[src/rtl/qsu_pkg.sv]
// Types and constants of the quoted string unescaper.
package qsu_pkg;

   localparam int unsigned DEF_MAX_FRAME_BYTES = 65535;

   localparam logic [1:0] KIND_DATA   = 2'd0;
   localparam logic [1:0] KIND_CLOSE  = 2'd1;
   localparam logic [1:0] KIND_REJECT = 2'd2;

   localparam logic [3:0] PH_AWAIT    = 4'd0;
   localparam logic [3:0] PH_BODY     = 4'd1;
   localparam logic [3:0] PH_ESC      = 4'd2;
   localparam logic [3:0] PH_HEX_HIGH = 4'd3;
   localparam logic [3:0] PH_NEED_BSL = 4'd4;
   localparam logic [3:0] PH_NEED_U   = 4'd5;
   localparam logic [3:0] PH_HEX_LOW  = 4'd6;
   localparam logic [3:0] PH_SQ_SEEN  = 4'd7;
   localparam logic [3:0] PH_DONE     = 4'd8;

   typedef struct packed {
      logic [3:0]  phase;
      logic        dq;
      logic [15:0] acc;
      logic [1:0]  hcnt;
      logic [9:0]  hs;
      logic [15:0] bcount;
   } qsu_state_type;

   localparam qsu_state_type STATE_RESET = '{
      phase: PH_AWAIT, dq: 1'b0, acc: 16'h0, hcnt: 2'd0, hs: 10'h0, bcount: 16'h0};

   // Results caused by one input transaction: data bytes first, then the status.
   typedef struct packed {
      logic [3:0][7:0] data;
      logic [2:0]      n_data;
      logic            has_status;
      logic [1:0]      status_kind;
      logic [15:0]     consumed;
   } qsu_bundle_type;

endpackage

[src/rtl/qsu_decode.sv]
// Per-byte decode: next parse state and the results one byte causes.
module qsu_decode import qsu_pkg::*; #(
   parameter int unsigned MAX_FRAME_BYTES = DEF_MAX_FRAME_BYTES
) (
   input  qsu_state_type  cur,
   input  logic [7:0]     in_byte,
   input  logic           frame_last,
   output qsu_state_type  nxt,
   output qsu_bundle_type bnd
);

   localparam logic [15:0] COUNT_LIMIT =
      16'((MAX_FRAME_BYTES < 65535) ? MAX_FRAME_BYTES : 65535);

   localparam logic [7:0] CH_DQUOTE = 8'h22;
   localparam logic [7:0] CH_SQUOTE = 8'h27;
   localparam logic [7:0] CH_BSL    = 8'h5C;
   localparam logic [7:0] CH_SLASH  = 8'h2F;
   localparam logic [7:0] CH_TAB    = 8'h09;
   localparam logic [7:0] CH_SPACE  = 8'h20;
   localparam logic [7:0] CH_B      = 8'h62;
   localparam logic [7:0] CH_T      = 8'h74;
   localparam logic [7:0] CH_N      = 8'h6E;
   localparam logic [7:0] CH_F      = 8'h66;
   localparam logic [7:0] CH_R      = 8'h72;
   localparam logic [7:0] CH_U      = 8'h75;

   logic [15:0]     bc_inc;
   logic [3:0]      hv;
   logic            hok;
   logic [15:0]     acc_new;
   logic            hex_done;
   logic            is_hi;
   logic            is_lo;
   logic [20:0]     cp;
   logic [3:0][7:0] enc;
   logic [2:0]      enc_n;

   assign bc_inc = (cur.bcount < COUNT_LIMIT) ? cur.bcount + 16'd1 : cur.bcount;

   always_comb begin
      hv  = 4'(in_byte[3:0] + 4'd9);
      hok = 1'b0;
      if (in_byte >= 8'h30 && in_byte <= 8'h39) begin
         hv  = in_byte[3:0];
         hok = 1'b1;
      end else if ((in_byte >= 8'h61 && in_byte <= 8'h66) ||
                   (in_byte >= 8'h41 && in_byte <= 8'h46)) begin
         hok = 1'b1;
      end
   end

   assign acc_new  = {cur.acc[11:0], hv};
   assign hex_done = (cur.hcnt == 2'd3);
   assign is_hi    = (acc_new >= 16'hD800) && (acc_new <= 16'hDBFF);
   assign is_lo    = (acc_new >= 16'hDC00) && (acc_new <= 16'hDFFF);
   assign cp       = (cur.phase == PH_HEX_LOW) ?
                     21'h10000 + {1'b0, cur.hs, acc_new[9:0]} : {5'd0, acc_new};

   always_comb begin
      enc = '0;
      if (cp < 21'h80) begin
         enc[0] = cp[7:0];
         enc_n  = 3'd1;
      end else if (cp < 21'h800) begin
         enc[0] = {3'b110, cp[10:6]};
         enc[1] = {2'b10, cp[5:0]};
         enc_n  = 3'd2;
      end else if (cp < 21'h10000) begin
         enc[0] = {4'b1110, cp[15:12]};
         enc[1] = {2'b10, cp[11:6]};
         enc[2] = {2'b10, cp[5:0]};
         enc_n  = 3'd3;
      end else begin
         enc[0] = {5'b11110, cp[20:18]};
         enc[1] = {2'b10, cp[17:12]};
         enc[2] = {2'b10, cp[11:6]};
         enc[3] = {2'b10, cp[5:0]};
         enc_n  = 3'd4;
      end
   end

   always_comb begin
      nxt = cur;
      bnd = '0;
      unique case (cur.phase)
         PH_AWAIT: begin
            if (in_byte == CH_DQUOTE || in_byte == CH_SQUOTE) begin
               nxt.dq     = (in_byte == CH_DQUOTE);
               nxt.bcount = 16'd1;
               nxt.phase  = PH_BODY;
            end else begin
               bnd.has_status  = 1'b1;
               bnd.status_kind = KIND_REJECT;
               nxt.phase       = PH_DONE;
            end
         end
         PH_BODY: begin
            nxt.bcount = bc_inc;
            if (in_byte == (cur.dq ? CH_DQUOTE : CH_SQUOTE)) begin
               if (cur.dq) begin
                  bnd.has_status  = 1'b1;
                  bnd.status_kind = KIND_CLOSE;
                  bnd.consumed    = bc_inc;
                  nxt.phase       = PH_DONE;
               end else begin
                  nxt.phase = PH_SQ_SEEN;
               end
            end else if (cur.dq && in_byte == CH_BSL) begin
               nxt.phase = PH_ESC;
            end else if (in_byte < CH_SPACE && in_byte != CH_TAB) begin
               bnd.has_status  = 1'b1;
               bnd.status_kind = KIND_REJECT;
               nxt.phase       = PH_DONE;
            end else begin
               bnd.data[0] = in_byte;
               bnd.n_data  = 3'd1;
            end
         end
         PH_SQ_SEEN: begin
            if (in_byte == CH_SQUOTE) begin
               nxt.bcount  = bc_inc;
               bnd.data[0] = CH_SQUOTE;
               bnd.n_data  = 3'd1;
               nxt.phase   = PH_BODY;
            end else begin
               bnd.has_status  = 1'b1;
               bnd.status_kind = KIND_CLOSE;
               bnd.consumed    = cur.bcount;
               nxt.phase       = PH_DONE;
            end
         end
         PH_ESC: begin
            nxt.bcount = bc_inc;
            nxt.phase  = PH_BODY;
            bnd.n_data = 3'd1;
            unique case (in_byte)
               CH_B:      bnd.data[0] = 8'h08;
               CH_T:      bnd.data[0] = 8'h09;
               CH_N:      bnd.data[0] = 8'h0A;
               CH_F:      bnd.data[0] = 8'h0C;
               CH_R:      bnd.data[0] = 8'h0D;
               CH_DQUOTE: bnd.data[0] = CH_DQUOTE;
               CH_SLASH:  bnd.data[0] = CH_SLASH;
               CH_BSL:    bnd.data[0] = CH_BSL;
               CH_U: begin
                  bnd.n_data = 3'd0;
                  nxt.acc    = 16'h0;
                  nxt.hcnt   = 2'd0;
                  nxt.phase  = PH_HEX_HIGH;
               end
               default: begin
                  bnd.n_data      = 3'd0;
                  bnd.has_status  = 1'b1;
                  bnd.status_kind = KIND_REJECT;
                  nxt.phase       = PH_DONE;
               end
            endcase
         end
         PH_HEX_HIGH, PH_HEX_LOW: begin
            nxt.bcount = bc_inc;
            if (!hok) begin
               bnd.has_status  = 1'b1;
               bnd.status_kind = KIND_REJECT;
               nxt.phase       = PH_DONE;
            end else begin
               nxt.acc = acc_new;
               if (!hex_done) begin
                  nxt.hcnt = cur.hcnt + 2'd1;
               end else if (cur.phase == PH_HEX_HIGH && is_hi) begin
                  nxt.hs    = acc_new[9:0];
                  nxt.phase = PH_NEED_BSL;
               end else if ((cur.phase == PH_HEX_HIGH && is_lo) ||
                            (cur.phase == PH_HEX_LOW && !is_lo)) begin
                  bnd.has_status  = 1'b1;
                  bnd.status_kind = KIND_REJECT;
                  nxt.phase       = PH_DONE;
               end else begin
                  bnd.data   = enc;
                  bnd.n_data = enc_n;
                  nxt.phase  = PH_BODY;
               end
            end
         end
         PH_NEED_BSL: begin
            nxt.bcount = bc_inc;
            if (in_byte == CH_BSL) begin
               nxt.phase = PH_NEED_U;
            end else begin
               bnd.has_status  = 1'b1;
               bnd.status_kind = KIND_REJECT;
               nxt.phase       = PH_DONE;
            end
         end
         PH_NEED_U: begin
            nxt.bcount = bc_inc;
            if (in_byte == CH_U) begin
               nxt.acc   = 16'h0;
               nxt.hcnt  = 2'd0;
               nxt.phase = PH_HEX_LOW;
            end else begin
               bnd.has_status  = 1'b1;
               bnd.status_kind = KIND_REJECT;
               nxt.phase       = PH_DONE;
            end
         end
         default: begin
            nxt.phase = PH_DONE;
         end
      endcase

      if (frame_last) begin
         if (nxt.phase == PH_SQ_SEEN) begin
            bnd.has_status  = 1'b1;
            bnd.status_kind = KIND_CLOSE;
            bnd.consumed    = nxt.bcount;
         end else if (nxt.phase != PH_DONE) begin
            bnd.has_status  = 1'b1;
            bnd.status_kind = KIND_REJECT;
            bnd.consumed    = 16'h0;
         end
         nxt = STATE_RESET;
      end
   end

endmodule

[src/rtl/quoted_string_unescape_core.sv]
// Quoted string unescaper top level: parse state, result buffer and output register.
// Takes one source byte per transaction and decodes it combinationally. A byte that
// causes at most one result is taken every cycle while rsp_stall is low. A byte that
// completes a \u escape causes up to four UTF-8 data bytes, plus a status on the
// frame's final byte; results leave through the single output register one per cycle
// while rsp_stall is low, so such a byte holds req_stall high until its last result
// moves to the output register. The first result of a byte passes through the result
// buffer and the output register to the rsp_ ports. Each frame ends with exactly
// one status transaction (rsp_last high): closed with the consumed byte count, or
// rejected, in which case the data bytes of that frame are to be discarded.
module quoted_string_unescape_core import qsu_pkg::*; #(
   parameter int unsigned MAX_FRAME_BYTES = DEF_MAX_FRAME_BYTES
) (
   input  logic        clock,
   input  logic        reset,
   input  logic        req_valid,
   output logic        req_stall,
   input  logic [7:0]  req_in_byte,
   input  logic        req_frame_last,
   output logic        rsp_valid,
   input  logic        rsp_stall,
   output logic [1:0]  rsp_kind,
   output logic [7:0]  rsp_out_byte,
   output logic [15:0] rsp_consumed,
   output logic        rsp_last
);

   qsu_state_type  state_ff, state_in;
   qsu_bundle_type bnd_ff, bnd_in;
   logic [2:0]     rem_ff;
   logic [2:0]     idx_ff;
   logic           rsp_valid_ff;
   logic [1:0]     rsp_kind_ff;
   logic [7:0]     rsp_out_byte_ff;
   logic [15:0]    rsp_consumed_ff;
   logic           req_take;
   logic           move;
   logic           is_data;

   qsu_decode #(
      .MAX_FRAME_BYTES(MAX_FRAME_BYTES)
   ) u_decode (
      .cur        (state_ff),
      .in_byte    (req_in_byte),
      .frame_last (req_frame_last),
      .nxt        (state_in),
      .bnd        (bnd_in)
   );

   assign move      = (rem_ff != 3'd0) && (!rsp_valid_ff || !rsp_stall);
   assign req_stall = !((rem_ff == 3'd0) || (rem_ff == 3'd1 && move));
   assign req_take  = req_valid && !req_stall;
   assign is_data   = (idx_ff < bnd_ff.n_data);

   always_ff @(posedge clock) begin
      if (reset) begin
         state_ff <= STATE_RESET;
         rem_ff   <= 3'd0;
         idx_ff   <= 3'd0;
      end else if (req_take) begin
         state_ff <= state_in;
         rem_ff   <= bnd_in.n_data + {2'd0, bnd_in.has_status};
         idx_ff   <= 3'd0;
      end else if (move) begin
         rem_ff <= rem_ff - 3'd1;
         idx_ff <= idx_ff + 3'd1;
      end
   end

   always_ff @(posedge clock) begin
      if (req_take) begin
         bnd_ff <= bnd_in;
      end
   end

   always_ff @(posedge clock) begin
      if (reset) begin
         rsp_valid_ff <= 1'b0;
      end else if (move) begin
         rsp_valid_ff <= 1'b1;
      end else if (!rsp_stall) begin
         rsp_valid_ff <= 1'b0;
      end
   end

   always_ff @(posedge clock) begin
      if (move) begin
         if (is_data) begin
            rsp_kind_ff     <= KIND_DATA;
            rsp_out_byte_ff <= bnd_ff.data[idx_ff[1:0]];
            rsp_consumed_ff <= 16'h0;
         end else begin
            rsp_kind_ff     <= bnd_ff.status_kind;
            rsp_out_byte_ff <= 8'h0;
            rsp_consumed_ff <= bnd_ff.consumed;
         end
      end
   end

   assign rsp_valid    = rsp_valid_ff;
   assign rsp_kind     = rsp_kind_ff;
   assign rsp_out_byte = rsp_out_byte_ff;
   assign rsp_consumed = rsp_consumed_ff;
   assign rsp_last     = (rsp_kind_ff != KIND_DATA);

endmodule

[config.mk]
export PLATFORM = sky130hd
export DESIGN_NAME = quoted_string_unescape_core
export DESIGN_NICKNAME = d
export VERILOG_FILES = /design/src/rtl/qsu_pkg.sv /design/src/rtl/qsu_decode.sv /design/src/rtl/quoted_string_unescape_core.sv
export SDC_FILE = /design/constraint.sdc
export NUM_CORES = 1
export LEC_CHECK = 0
export ABC_AREA = 1
export BUFFER_PORTS_ARGS = -buffer_cell sky130_fd_sc_hd__buf_2
export CAP_MARGIN = 20
export CORE_MARGIN = 8
export CORE_UTILIZATION = 63
export DETAILED_ROUTE_END_ITERATION = 7
export GPL_TIMING_DRIVEN = 0
export PLACE_DENSITY_LB_ADDON = 0.15
export SETUP_SLACK_MARGIN = 0.3
export SLEW_MARGIN = 15
export SYNTH_ARGS = -nofsm -noshare
export SYNTH_HDL_FRONTEND = slang
export SYNTH_HIERARCHICAL = 1
export SYNTH_SLANG_ARGS = --single-unit
export TNS_END_PERCENT = 20
[constraint.sdc]
create_clock -name clock -period 3.2 [get_ports clock]
set_clock_uncertainty 0.15 [all_clocks]
set_input_delay 0.32 -clock clock [delete_from_list [all_inputs] [get_ports clock]]
set_output_delay 0.32 -clock clock [all_outputs]
set_load 0.1 [all_outputs]
==> reports/metrics.cfg <==
[worst_hold_path]
hold_end=rsp_valid
hp-class=input port to flip-flop
holdPathStages=3
min_from=rsp_stall

[cells_and_area]
synthToLayoutAreaGrowth_pct=15.01
instances_no_fill=1466
fin_nets=1305
antenna_cells=0
layout_common_cells=nor2_1 (237), nand2_1 (233), inv_1 (135)
drive_gt1_share_pct=14.34
final_common_cell=nor2_1

[floorplanning]
io-pin-count=42
std_cell_rows=42
fp.dieH_um=131.6
start_util_pct=64.13
core_area_mm2=0.01314
die-area_mm2=0.01733
fp.dieW_um=131.6

[critical_path]
slowest_delay_ns=0.36
r2r_start=state_ff[48]
cpMostUsedCell=nand2_1
critPathSlowestCell=dfxtp_2
r2r_cells=19
path_cells=inv_2 > nand2_2 > nor2_4 > buf_4 > nand2_1 > inv_1 > nor2_1 > nand2_1 > nor2_4 > nand2_4 > nand2_1 > nand2_1 > nand4_1 > ha_2 > ha_1 > xnor2_1 > nand3_1 > nand2_1 > a21oi_1
crit_required_ns=3.37
arrival_ns=2.98
crit_type=flip-flop to flip-flop
reg2reg_to=rem_ff[2]
crit_path_max_fanout=8
worstSetupEndpointType=flip-flop
rrSetupSlack_ns=0.39
startpoint_type=flip-flop

[route]
vias=8341
finalWirelength_um=23620
drt-pass1-iter-count=6
routedWlPerCell_um=16.11
ant_nets=0
post-route-drc-count=0
drt_iter0_drc=943
vias_per_cell=5.690

[clock_network]
cts_buffers=17
clkSinkCount=131
cts.path.max_buffers=2
cts_max_level=4
clk_latency_ns=0.42
cts_tree=yes
cts-root-buf=clkbuf_16
clk_pin_slew_ns=0.06

[timing]
rsz0062_at_grt=yes
maxSlewHeadroom_pct=35.72
fin_crit_ns=2.807
slew_viol_final=0
setup_viol=0
hold_violations=0
layout_setup_ws_ns=0.3933
worst_pin_slew_ns=0.9610
period_share_pct=87.71
max_freq_mhz=356.3

[logic_synthesis]
syn_inst=1206
netlist_area_mm2=0.008426
avgSynthCellArea_um2=6.986
yosysWarnings=6

[flow_run]
drv_cap=0

[global_routing]
grt_start_max_net_pins=60
grt_pass1_wl_um=36930
grtUsageTotal_pct=26.50
grt_pass1_vias=7183
gr-total-overflow=0
antenna_found_initial=0

[placement]
portBuffers=38
place_inst=1422
post-place-ws_ns=-0.02141
dpl.hpwl_um=16960
gp_congestion=0.9495

[power_and_ir_drop]
power_density_mw_per_mm2=1039
ir_drop_mv=0.8502
p_leak_nw=4.438

[status]
status=complete, no violations

cell type report:
type | count | area, um^2
Inverter | 152 | 574.3
Sequential cell | 131 | 3426
Fill cell | 1074 | 3447
Multi-Input combinational cell | 876 | 4282
Buffer | 49 | 309.0
Timing Repair Buffer | 50 | 304.0
Clock inverter | 12 | 128.9
Tap cell | 176 | 220.2
Clock buffer | 20 | 446.7
worst max-delay path by stage:
stage / from / endpoint / slack (ns) / cells after the start
2_1_floorplan: state_ff[46] / rem_ff[2] / 0.59 / 18
3_3_place_gp: req_in_byte[1] / rem_ff[2] / -0.03 / 15
3_5_place_dp: req_in_byte[1] / rem_ff[2] / -0.02 / 20
4_1_cts: state_ff[46] / rem_ff[2] / 0.30 / 19
5_1_grt: state_ff[48] / rem_ff[2] / 0.25 / 19
6_report: state_ff[48] / rem_ff[2] / 0.39 / 19
critical path: cells and delay by family (launching register included):
kind | cells | cell delay [ns]
and+or+nand+nor | 12 | 1.21
adders and majority gates | 2 | 0.42
DFF | 1 | 0.36
buffers and inverters | 3 | 0.34
xor gates and xnor gates | 1 | 0.15
AOI/OAI and AO/OA | 1 | 0.05
report_power, final:
group          internal [mW]  switching [mW]
clock                   1.17           0.742
sequential              2.56           0.405
combinational           1.29            3.91
metrics by stage:
step / util [%] / hold WS (ns) / instance area [um^2] / power [mW] / TNS, ns
after floorplan: - / 0.2391 / 8433 / 6.843 / 0
after global placement: 67.31 / 0.3112 / 8843 / 7.804 / -0.03113
after detailed placement: 67.33 / 0.3217 / 8846 / 7.859 / -0.02141
after CTS: 72.22 / 0.07596 / 9488 / 9.862 / 0
after global routing: 73.76 / 0.08356 / 9691 / 10.63 / 0
final: 73.76 / 0.08842 / 9691 / 10.07 / 0
what timing repair did:
item                                    4_1_cts  5_1_grt
hold buffers                                  1        0
pin swaps                                     2       11
buffers inserted                              3        7
gates cloned                                  0        1
endpoints found under the setup margin        2       12
endpoints found under the hold margin         2        0
resized for setup                            15       44
sequential cells by signal, indices dropped and copies added (netlist names):
signal        flops
bnd_ff           53
state_ff         45
rsp_consumed     16
rsp_out_byte      8
idx_ff            3
rem_ff            3
rsp_kind          2
rsp_valid         1
metal layers:
metal | up-vias | wire length (um) | global-route usage (%)
li1 | 4069 | - | -
met1 | 3800 | 10450 | 36.77
met2 | 431 | 10120 | 39.10
met3 | 41 | 2513 | 6.441
met4 | 0 | 543 | 10.02
met5 | - | 0 | 0
Note: power is estimated with default switching activity, not from simulation.
